<file path="config.mk">
export PLATFORM = sky130hd
export DESIGN_NAME = uat_ctrl_flat
export DESIGN_NICKNAME = d
export VERILOG_FILES = /design/src/uat_pkg.sv /design/src/uat_ifs.sv /design/src/uat_ctrl.sv /design/src/flat_wrapper.sv
export SDC_FILE = /design/constraint.sdc
export NUM_CORES = 1
export LEC_CHECK = 0
export BUFFER_PORTS_ARGS = -buffer_cell sky130_fd_sc_hd__buf_2
export CAP_MARGIN = 5
export CORE_MARGIN = 2
export CORE_UTILIZATION = 36
export DETAILED_ROUTE_END_ITERATION = 12
export GPL_TIMING_DRIVEN = 0
export PLACE_DENSITY_LB_ADDON = 0.05
export RECOVER_POWER = 50
export SLEW_MARGIN = 20
export SYNTH_ARGS = -nofsm -noshare
export SYNTH_HDL_FRONTEND = slang
export SYNTH_SLANG_ARGS = --single-unit
</file>
<file path="constraint.sdc">
create_clock -name clk_i -period 8.2 [get_ports clk_i]
set_input_delay 2.05 -clock clk_i [delete_from_list [all_inputs] [get_ports clk_i]]
set_output_delay 2.05 -clock clk_i [all_outputs]
set_load 0.05 [all_outputs]
</file>
<file path="src/uat_pkg.sv">
// shared types and constants of the unsorted array table
`default_nettype none
package uat_pkg;

  localparam int unsigned CAPACITY_DEF = 512;
  localparam int unsigned OPCODE_W     = 3;
  localparam int unsigned DATA_W       = 32;
  localparam int unsigned STATUS_W     = 2;
  localparam int unsigned COUNT_OUT_W  = 10;

  typedef enum logic [OPCODE_W-1:0] {
    OP_INSERT     = 3'd0,
    OP_DELETE     = 3'd1,
    OP_RETRIEVE   = 3'd2,
    OP_MAKE_EMPTY = 3'd3,
    OP_RESET_CUR  = 3'd4,
    OP_GET_NEXT   = 3'd5
  } op_e;

  typedef enum logic [STATUS_W-1:0] {
    ST_OK      = 2'd0,
    ST_FULL    = 2'd1,
    ST_EMPTY   = 2'd2,
    ST_NO_MORE = 2'd3
  } status_e;

endpackage
`default_nettype wire

</file>
<file path="src/uat_ifs.sv">
// request and result channel interfaces of the unsorted array table
`default_nettype none
interface uat_in_if import uat_pkg::*; ();
  logic                       valid;
  logic                       ready;
  logic [OPCODE_W-1:0]        opcode;
  logic signed [DATA_W-1:0]   key_value;

  modport source (output valid, output opcode, output key_value, input ready);
  modport sink   (input valid, input opcode, input key_value, output ready);
endinterface

interface uat_out_if import uat_pkg::*; ();
  logic                       valid;
  logic                       ready;
  logic signed [DATA_W-1:0]   item_value;
  logic                       found;
  logic [STATUS_W-1:0]        status;
  logic [COUNT_OUT_W-1:0]     item_count;
  logic                       at_last;
  logic signed [DATA_W-1:0]   total;

  modport source (output valid, output item_value, output found, output status,
                  output item_count, output at_last, output total, input ready);
  modport sink   (input valid, input item_value, input found, input status,
                  input item_count, input at_last, input total, output ready);
endinterface
`default_nettype wire

</file>
<file path="src/uat_ctrl.sv">
// operation sequencer with the shared scan compare and count, cursor and sum
`default_nettype none
module uat_ctrl import uat_pkg::*; #(
  parameter int unsigned CAPACITY = CAPACITY_DEF,
  localparam int unsigned AW = $clog2(CAPACITY),
  localparam int unsigned CW = $clog2(CAPACITY + 1)
) (
  input  wire logic              clk_i,
  input  wire logic              rst_ni,
  uat_in_if.sink                 in_i,
  uat_out_if.source              out_o,
  output logic                   we_o,
  output logic      [AW-1:0]     waddr_o,
  output logic      [DATA_W-1:0] wdata_o,
  output logic                   re_o,
  output logic      [AW-1:0]     raddr_o,
  input  wire logic [DATA_W-1:0] rdata_i
);

  typedef enum logic [2:0] {
    S_IDLE,
    S_SCAN,
    S_MOVE_RD,
    S_MOVE_WR,
    S_NEXT_RD,
    S_DONE
  } state_e;

  localparam logic [CW-1:0] CAP_CNT = CW'(CAPACITY);

  state_e                 state_q, state_d;
  logic [CW-1:0]          count_q, count_d;
  logic [CW-1:0]          cursor_q, cursor_d;
  logic [DATA_W-1:0]      sum_q, sum_d;
  logic [OPCODE_W-1:0]    op_q, op_d;
  logic [DATA_W-1:0]      key_q, key_d;
  logic [CW-1:0]          scan_q, scan_d;
  logic                   chk_vld_q, chk_vld_d;
  logic [AW-1:0]          chk_idx_q, chk_idx_d;
  logic [AW-1:0]          hit_idx_q, hit_idx_d;
  logic [DATA_W-1:0]      res_value_q, res_value_d;
  logic                   res_found_q, res_found_d;
  status_e                res_status_q, res_status_d;
  logic                   out_vld_q, out_vld_d;
  logic [DATA_W-1:0]      out_value_q, out_value_d;
  logic                   out_found_q, out_found_d;
  logic [STATUS_W-1:0]    out_status_q, out_status_d;
  logic [COUNT_OUT_W-1:0] out_count_q, out_count_d;
  logic                   out_last_q, out_last_d;
  logic [DATA_W-1:0]      out_total_q, out_total_d;
  logic [CW-1:0]          count_m1;
  logic                   slot_free;

  assign count_m1  = count_q - CW'(1);
  assign slot_free = !out_vld_q || out_o.ready;

  assign in_i.ready       = (state_q == S_IDLE);
  assign out_o.valid      = out_vld_q;
  assign out_o.item_value = out_value_q;
  assign out_o.found      = out_found_q;
  assign out_o.status     = out_status_q;
  assign out_o.item_count = out_count_q;
  assign out_o.at_last    = out_last_q;
  assign out_o.total      = out_total_q;

  always_comb begin
    state_d      = state_q;
    count_d      = count_q;
    cursor_d     = cursor_q;
    sum_d        = sum_q;
    op_d         = op_q;
    key_d        = key_q;
    scan_d       = scan_q;
    chk_vld_d    = 1'b0;
    chk_idx_d    = chk_idx_q;
    hit_idx_d    = hit_idx_q;
    res_value_d  = res_value_q;
    res_found_d  = res_found_q;
    res_status_d = res_status_q;
    out_vld_d    = out_vld_q && !out_o.ready;
    out_value_d  = out_value_q;
    out_found_d  = out_found_q;
    out_status_d = out_status_q;
    out_count_d  = out_count_q;
    out_last_d   = out_last_q;
    out_total_d  = out_total_q;
    we_o         = 1'b0;
    waddr_o      = count_q[AW-1:0];
    wdata_o      = in_i.key_value;
    re_o         = 1'b0;
    raddr_o      = cursor_q[AW-1:0];

    case (state_q)
      S_IDLE: begin
        if (in_i.valid) begin
          op_d         = in_i.opcode;
          key_d        = in_i.key_value;
          res_value_d  = '0;
          res_found_d  = 1'b0;
          res_status_d = ST_OK;
          scan_d       = '0;
          state_d      = S_DONE;
          case (op_e'(in_i.opcode))
            OP_INSERT: begin
              if (count_q >= CAP_CNT) begin
                res_status_d = ST_FULL;
              end else begin
                we_o    = 1'b1;
                count_d = count_q + CW'(1);
                sum_d   = sum_q + in_i.key_value;
              end
            end
            OP_DELETE: begin
              if (count_q == '0) begin
                res_status_d = ST_EMPTY;
              end else begin
                state_d = S_SCAN;
              end
            end
            OP_RETRIEVE: begin
              state_d = S_SCAN;
            end
            OP_MAKE_EMPTY: begin
              count_d = '0;
              sum_d   = '0;
            end
            OP_RESET_CUR: begin
              cursor_d = '0;
            end
            OP_GET_NEXT: begin
              if (cursor_q >= count_q) begin
                res_status_d = ST_NO_MORE;
              end else begin
                re_o    = 1'b1;
                state_d = S_NEXT_RD;
              end
            end
            default: begin
              state_d = S_DONE;
            end
          endcase
        end
      end
      S_SCAN: begin
        if (chk_vld_q && (rdata_i == key_q)) begin
          if (op_e'(op_q) == OP_DELETE) begin
            hit_idx_d = chk_idx_q;
            state_d   = S_MOVE_RD;
          end else begin
            res_value_d = key_q;
            state_d     = S_DONE;
          end
          res_found_d = 1'b1;
        end else if (scan_q < count_q) begin
          re_o      = 1'b1;
          raddr_o   = scan_q[AW-1:0];
          scan_d    = scan_q + CW'(1);
          chk_vld_d = 1'b1;
          chk_idx_d = scan_q[AW-1:0];
        end else begin
          state_d = S_DONE;
        end
      end
      S_MOVE_RD: begin
        re_o    = 1'b1;
        raddr_o = count_m1[AW-1:0];
        state_d = S_MOVE_WR;
      end
      S_MOVE_WR: begin
        we_o    = 1'b1;
        waddr_o = hit_idx_q;
        wdata_o = rdata_i;
        count_d = count_m1;
        sum_d   = sum_q - key_q;
        state_d = S_DONE;
      end
      S_NEXT_RD: begin
        res_value_d = rdata_i;
        cursor_d    = cursor_q + CW'(1);
        state_d     = S_DONE;
      end
      S_DONE: begin
        if (slot_free) begin
          out_vld_d    = 1'b1;
          out_value_d  = res_value_q;
          out_found_d  = res_found_q;
          out_status_d = res_status_q;
          out_count_d  = COUNT_OUT_W'(count_q);
          out_last_d   = (cursor_q >= count_q);
          out_total_d  = sum_q;
          state_d      = S_IDLE;
        end
      end
      default: begin
        state_d = S_IDLE;
      end
    endcase
  end

  always_ff @(posedge clk_i or negedge rst_ni) begin
    if (!rst_ni) begin
      state_q   <= S_IDLE;
      count_q   <= '0;
      cursor_q  <= '0;
      sum_q     <= '0;
      chk_vld_q <= 1'b0;
      out_vld_q <= 1'b0;
    end else begin
      state_q   <= state_d;
      count_q   <= count_d;
      cursor_q  <= cursor_d;
      sum_q     <= sum_d;
      chk_vld_q <= chk_vld_d;
      out_vld_q <= out_vld_d;
    end
  end

  always_ff @(posedge clk_i) begin
    op_q         <= op_d;
    key_q        <= key_d;
    scan_q       <= scan_d;
    chk_idx_q    <= chk_idx_d;
    hit_idx_q    <= hit_idx_d;
    res_value_q  <= res_value_d;
    res_found_q  <= res_found_d;
    res_status_q <= res_status_d;
    out_value_q  <= out_value_d;
    out_found_q  <= out_found_d;
    out_status_q <= out_status_d;
    out_count_q  <= out_count_d;
    out_last_q   <= out_last_d;
    out_total_q  <= out_total_d;
  end

endmodule
`default_nettype wire

</file>
<file path="src/flat_wrapper.sv">
// flat-port wrapper written by rule: the top's interface ports become plain ports
module uat_ctrl_flat import uat_pkg::*;
#(
  parameter int unsigned CAPACITY = CAPACITY_DEF,
  localparam int unsigned AW = $clog2(CAPACITY),
  localparam int unsigned CW = $clog2(CAPACITY + 1)
)
  (clk_i, rst_ni, we_o, waddr_o, wdata_o, re_o, raddr_o, rdata_i, in_i_valid, in_i_opcode, in_i_key_value, in_i_ready, out_o_valid, out_o_item_value, out_o_found, out_o_status, out_o_item_count, out_o_at_last, out_o_total, out_o_ready);
  uat_in_if in_i_i ();
  uat_out_if out_o_i ();
  input  wire logic clk_i;
  input  wire logic rst_ni;
  output logic we_o;
  output logic      [AW-1:0] waddr_o;
  output logic      [DATA_W-1:0] wdata_o;
  output logic re_o;
  output logic      [AW-1:0] raddr_o;
  input  wire logic [DATA_W-1:0] rdata_i;
  input wire logic [$bits(in_i_i.valid)-1:0] in_i_valid;
  input wire logic [$bits(in_i_i.opcode)-1:0] in_i_opcode;
  input wire logic [$bits(in_i_i.key_value)-1:0] in_i_key_value;
  output wire logic [$bits(in_i_i.ready)-1:0] in_i_ready;
  output wire logic [$bits(out_o_i.valid)-1:0] out_o_valid;
  output wire logic [$bits(out_o_i.item_value)-1:0] out_o_item_value;
  output wire logic [$bits(out_o_i.found)-1:0] out_o_found;
  output wire logic [$bits(out_o_i.status)-1:0] out_o_status;
  output wire logic [$bits(out_o_i.item_count)-1:0] out_o_item_count;
  output wire logic [$bits(out_o_i.at_last)-1:0] out_o_at_last;
  output wire logic [$bits(out_o_i.total)-1:0] out_o_total;
  input wire logic [$bits(out_o_i.ready)-1:0] out_o_ready;
  assign in_i_i.valid = in_i_valid;
  assign in_i_i.opcode = in_i_opcode;
  assign in_i_i.key_value = in_i_key_value;
  assign in_i_ready = in_i_i.ready;
  assign out_o_valid = out_o_i.valid;
  assign out_o_item_value = out_o_i.item_value;
  assign out_o_found = out_o_i.found;
  assign out_o_status = out_o_i.status;
  assign out_o_item_count = out_o_i.item_count;
  assign out_o_at_last = out_o_i.at_last;
  assign out_o_total = out_o_i.total;
  assign out_o_i.ready = out_o_ready;
  uat_ctrl #(.CAPACITY(CAPACITY)) u_core (.clk_i(clk_i), .rst_ni(rst_ni), .in_i(in_i_i), .out_o(out_o_i), .we_o(we_o), .waddr_o(waddr_o), .wdata_o(wdata_o), .re_o(re_o), .raddr_o(raddr_o), .rdata_i(rdata_i));
endmodule
</file>
Word-level counts from Yosys, hierarchy flattened
Cells that the tools add are included.
{ "op_classes": {"n_reduce_logical": 23, "n_bitwise": 1, "eq_ne": 22, "muxes": 53, "add_sub_neg": 6, "order_cmp": 3} }
{ "ops": {"columns": ["operator", "n"], "rows": [
  ["32-bit 2-to-1 mux", 6],
  ["32-bit one-hot mux with 2 select lines", 2],
  ["32-bit one-hot mux with 3 select lines", 1],
  ["10-bit one-hot mux with 2 select lines", 4],
  ["10-bit 2-to-1 mux", 7],
  ["32-bit adder", 1],
  ["32-bit equality test", 1],
  ["32-bit subtractor", 1],
  ["10-bit by 1-bit adder with 10-bit output, second input constant", 3],
  ["9-bit 2-to-1 mux", 3],
  ["3-bit 2-to-1 mux", 6],
  ["9-bit one-hot mux with 2 select lines", 1],
  ["1-bit 2-to-1 mux", 15],
  ["3-bit one-hot mux with 5 select lines", 1],
  ["3-bit AND reduction", 5],
  ["3-bit by 2-bit equality test with 1-bit output, second input constant", 4],
  ["3-bit equality test, second input constant", 4],
  ["4-bit AND reduction", 3],
  ["10-bit >= comparator", 1],
  ["10-bit >= comparator, second input constant", 1],
  ["10-bit zero test", 1],
  ["10-bit less-than comparator", 1],
  ["10-bit by 1-bit subtractor with 10-bit output, second input constant", 1],
  ["3-bit by 1-bit equality test with 1-bit output, second input constant", 3],
  ["other kinds (19)", 32]
]} }
{ "totals": {"inputBits": 71, "ff_bits": 233, "out_inout_bits": 132, "wordCells": 128} }

Longest topological paths before layout
{ "depth": {"depth_word": 5, "ltp_mapped": 12, "mapped_depth_nobuf": 12} }

Worst setup path after synthesis
No wires, ideal clock.
{ "synth_timing": {"kind": "input to output", "from": "input rdata_i[2]", "to": "output raddr_o[0]", "required_ps": 6150, "setup_slack_ps": 2149, "t_arrival_ps": 4001, "path_stages": 9, "path_buffers": 1, "cell_sequence": "xnor2_1 -> nand4_1 -> nor4_1 -> nand3_1 -> nand2_1 -> a21oi_1 -> and2_1 -> clkbuf_1 -> a221o_1"} }
{ "synth_via": {"elab_chain_len": 4} }
{ "synth_lines": {"columns": ["element", "line_no", "source"], "rows": [
  ["from (decl)", "flat_wrapper.sv:18", "input wire logic [DATA_W-1:0] rdata_i;"],
  ["32-bit equality test", "uat_ctrl.sv:145", "if (chk_vld_q && (rdata_i == key_q)) begin"],
  ["1-bit logical AND", "uat_ctrl.sv:145", null],
  ["9-bit 2-to-1 mux", "uat_ctrl.sv:145", null],
  ["9-bit one-hot mux with 2 select lines", "uat_ctrl.sv:93", "case (state_q)"],
  ["to (decl)", "flat_wrapper.sv:17", "output logic [AW-1:0] raddr_o;"]
]} }
Every way passes these cells.

Final worst setup path
{ "layout_timing": {"from": "input rdata_i[14]", "to": "output raddr_o[2]"} }
Same word-level chain as after synthesis.

==> summary.txt <==
Synthesis
  – Sequential fraction of the synthesis area: 0.490
  – Largest family of logic cells by synthesized area: compound AO/OA/AOI/OAI gates
  – Syn Area/Cell: 10.1 um2
  – Main synth FF type: edfxtp_1
  – YS warnings: 0
  – Synth Area in Compound Gates: 0.177
  – Area contributors post-synth: edfxtp_1 (39%), dfrtp_1 (10%), ha_1 (7.9%)
  – Area of the mapped netlist: 0.0137 mm2
  – Mapped Cells: 1359
  – Simple-gate share of the synthesized area: 0.146
  – Post-synth EDFFs: 176
  – Synth async-reset ratio: 0.245
  – Largest area contributor in the netlist: edfxtp_1
  – Adder-cell share of the synthesized area: 0.0815
  – Syn nets: 1518
  – Post-synth top cells: nand2_1 (209), edfxtp_1 (176), a21oi_1 (96), o21ai_0 (88)
  – XOR/XNOR Fraction of Synth Area: 0.0659
  – Yosys top cell area share: 0.386
  – Count leader, synth: nand2_1
  – Unique masters post-synth: 78
  – Mux cell area share after synthesis: 0.00448
  – Yosys reg bits: 233

Worst setup path
  – Startpoint Class: input port
  – Setup CP Type: in2out
  – Crit. End Element: output port
  – CP arrival: 5.80 ns
  – CP max FO: 19
  – Worst Path Required: 6.15 ns

Clocking
  – CTS Sinks: 233
  – Setup Fix Bufs, Post-CTS: 0
  – Longest Clk Path Bufs: 3
  – TritonCTS clock tree: built
  – Clock-pin slew on the worst setup and hold paths: 0.06 ns
  – CTS H-tree depth: 1
  – Hold_buf cts: 0
  – Clock root buffer master: clkbuf_16
  – Num CTS Buffers: 28
  – Resize count post-CTS: 0
  – Worst-Skew Late Latency: 0.57 ns

Timing
  – Crit share post-route: 0.958
  – Final setup viols: 0
  – Hold_ws: 0.415 ns
  – Endpoints failing hold: 0
  – Slack of the critical path: 0.347 ns
  – Max Freq: 127 MHz
  – RSZ-0062 raised after global routing: no
  – Minimum clock period: 7.85 ns
  – Layout Skew: 0.0157 ns
  – Slew margin rel.: -0.293
  – Setup_tns: 0 ns
  – Count of pins over their slew limit: 88
  – Slew of the pin with the lowest slew margin: 1.94 ns

Detailed routing
  – Drt drc: 0
  – Avg WL per Cell: 21.4 um
  – DRT iter0 DRCs: 737
  – DR vias/cell: 5.22
  – Post-route ant nets: 0
  – Total Wirelength: 45700 um
  – Detailed Routing Iterations Pass 1: 8
  – Vias: 11100

Power and ir drop
  – Net Switching: 3.15 mW
  – Leakage power: 6.71 nW
  – Max IR drop VDD: 0.000240 V
  – Power Density: 424 mW/mm2
  – Switching Share: 0.453
  – P_int: 3.80 mW
  – Clock Power Share: 0.197
  – Comb pwr share: 0.497
  – Flop pwr share: 0.306

Place
  – Post-place setup slack: 0.536 ns
  – Placed standard-cell area: 0.0155 mm2
  – I/O Buffers: 202
  – RePlAce Congestion: 0.880
  – DP HPWL: 35300 um
  – Placed Cells: 2077

Layout
  – Post-route design area: 0.0164 mm2
  – Final std cells w/o fill: 2132
  – Area growth syn-to-layout: 19.7%
  – Register area: 0.00671 mm2
  – Fillers: 3690
  – Layout cells sized above 1: 0.153
  – Area occupied by multi-input gates: 0.00652 mm2
  – Final Net Count: 1755

Die
  – Die Ht: 199 um
  – IO Count: 203
  – Row count: 71
  – Die area: 0.0396 mm2
  – Core Area: 0.0376 mm2
  – Die Span X: 199 um
  – Initial Util: 0.364

Outcome
  – Violations in the final reports: max-capacitance violations, max-slew violations
  – Status: finished, violations left

Global routing
  – First-pass GRT wire length: 67000 um
  – Number of global-route vias before repair: 10800
  – Grt total ovfl: 0
  – GRT Resource Usage Total: 0.230
  – Largest net degree at the start of global routing: 52
  – Initial antenna violation count: 3

Hold path
  – Hold Path Class: reg2reg

Run
  – Max Cap Viol: 3
==> kinds of logic after synthesis <==
logic type	Yosys count
AOI/OAI and AO/OA	365
adders and majority gates	88
buffers and inverters	122
DFF	233
xor gates and xnor gates	103
muxes	6
and+or+nand+nor	442
==> worst paths after layout <==
kind                       cells after the start                  start  slack [ns]                    endpoint
setup reg to reg                               8       u_core.key_q[14]        4.55         u_core.chk_idx_q[7]
min in group asynchronous                      1                 rst_ni        1.97           u_core.count_q[3]
setup / recovery                              11            rdata_i[14]        0.35                  raddr_o[2]
hold reg to reg                                0  u_core.res_value_q[2]        0.41  u_core.out_o.item_value[2]
hold / removal                                 0  u_core.res_value_q[2]        0.41  u_core.out_o.item_value[2]
max in group asynchronous                      2                 rst_ni        3.65             u_core.sum_q[1]
==> metrics by stage <==
| step | util | total power, mW |
|---|---|---|
| after floorplan | - | 4.61 |
| after global placement | 0.408 | 5.55 |
| after detailed placement | 0.412 | 5.58 |
| after CTS | 0.439 | 6.98 |
| after global routing | 0.436 | 7.38 |
| final | 0.436 | 6.94 |
==> worst max-delay path: stages <==
cell,delay [ns]
buf_2,0.13
xnor2_1,0.33
nand4_1,0.30
nor4_1,0.98
nand3_1,0.33
nand2_1,0.15
a21oi_1,0.09
and2_1,0.20
clkbuf_1,0.45
a221o_1,0.55
buf_2,0.23
==> cell usage in the layout (no fill, tap or decap), drive strengths merged, types with 4 or more instances in the layout <==
cell,Yosys,final
nand3,27,27
nand2,210,210
nor2b,6,6
nor3,25,25
edfxtp,176,176
o22ai,4,4
clkbuf,47,122
nand2b,11,11
a31oi,11,11
o21a,8,8
nor2,87,87
xor2,33,33
nor4,6,6
a211oi,13,13
mux2i,5,5
and2,6,6
a21boi,4,4
bufinv,0,6
nand4,21,21
o211ai,8,8
xnor2,70,70
ha,86,86
a221o,15,15
or3,15,15
buf,10,178
a22oi,5,5
inv,65,66
o21ai,98,98
a221oi,22,22
clkinv,0,6
a21o,33,33
a21oi,101,101
o21bai,15,15
and3,17,17
dfrtp,57,57
==> final cells by class <==
type	instances	area share
timing repair buffer	207	0.0631
sequential	233	0.409
inverter	65	0.0149
clock inverter	16	0.0145
multi-input combinational	1004	0.398
buffer	57	0.0141
tap	511	0.0390
clock buffer	36	0.0465
antenna	3	0.000458
==> registers in the layout, indices dropped and copies added, names as in the netlist, 9 cells and up <==
signal	count
u_core.res_value_q	32
u_core.count_q	10
u_core.chk_idx_q	9
u_core.out_o.item_value	32
u_core.cursor_q	10
u_core.sum_q	32
u_core.hit_idx_q	9
u_core.out_o.item_count	10
u_core.scan_q	10
u_core.out_o.total	32
u_core.key_q	32
==> power groups by stage <==
| stage | logic, mW | clock network (mW) | registers [mW] |
|---|---|---|---|
| after floorplan | 2.14 | 0 | 2.46 |
| after global placement | 3.38 | 0 | 2.17 |
| after detailed placement | 3.44 | 0 | 2.14 |
| after CTS | 3.46 | 1.39 | 2.12 |
| after global routing | 3.77 | 1.44 | 2.17 |
| final | 3.45 | 1.37 | 2.13 |
==> per-layer routing <==
layer | wire length, um | vias up | track usage | share of wire
met2 | 21000 | 325 | 0.376 | 0.46
met1 | 20900 | 5292 | 0.312 | 0.46
met5 | 0 | - | 0 | 0
met3 | 2350 | 67 | 0.0319 | 0.051
met4 | 1420 | 0 | 0.0815 | 0.031
li1 | - | 5452 | - | -
Note: power is estimated with default switching activity, not from simulation.
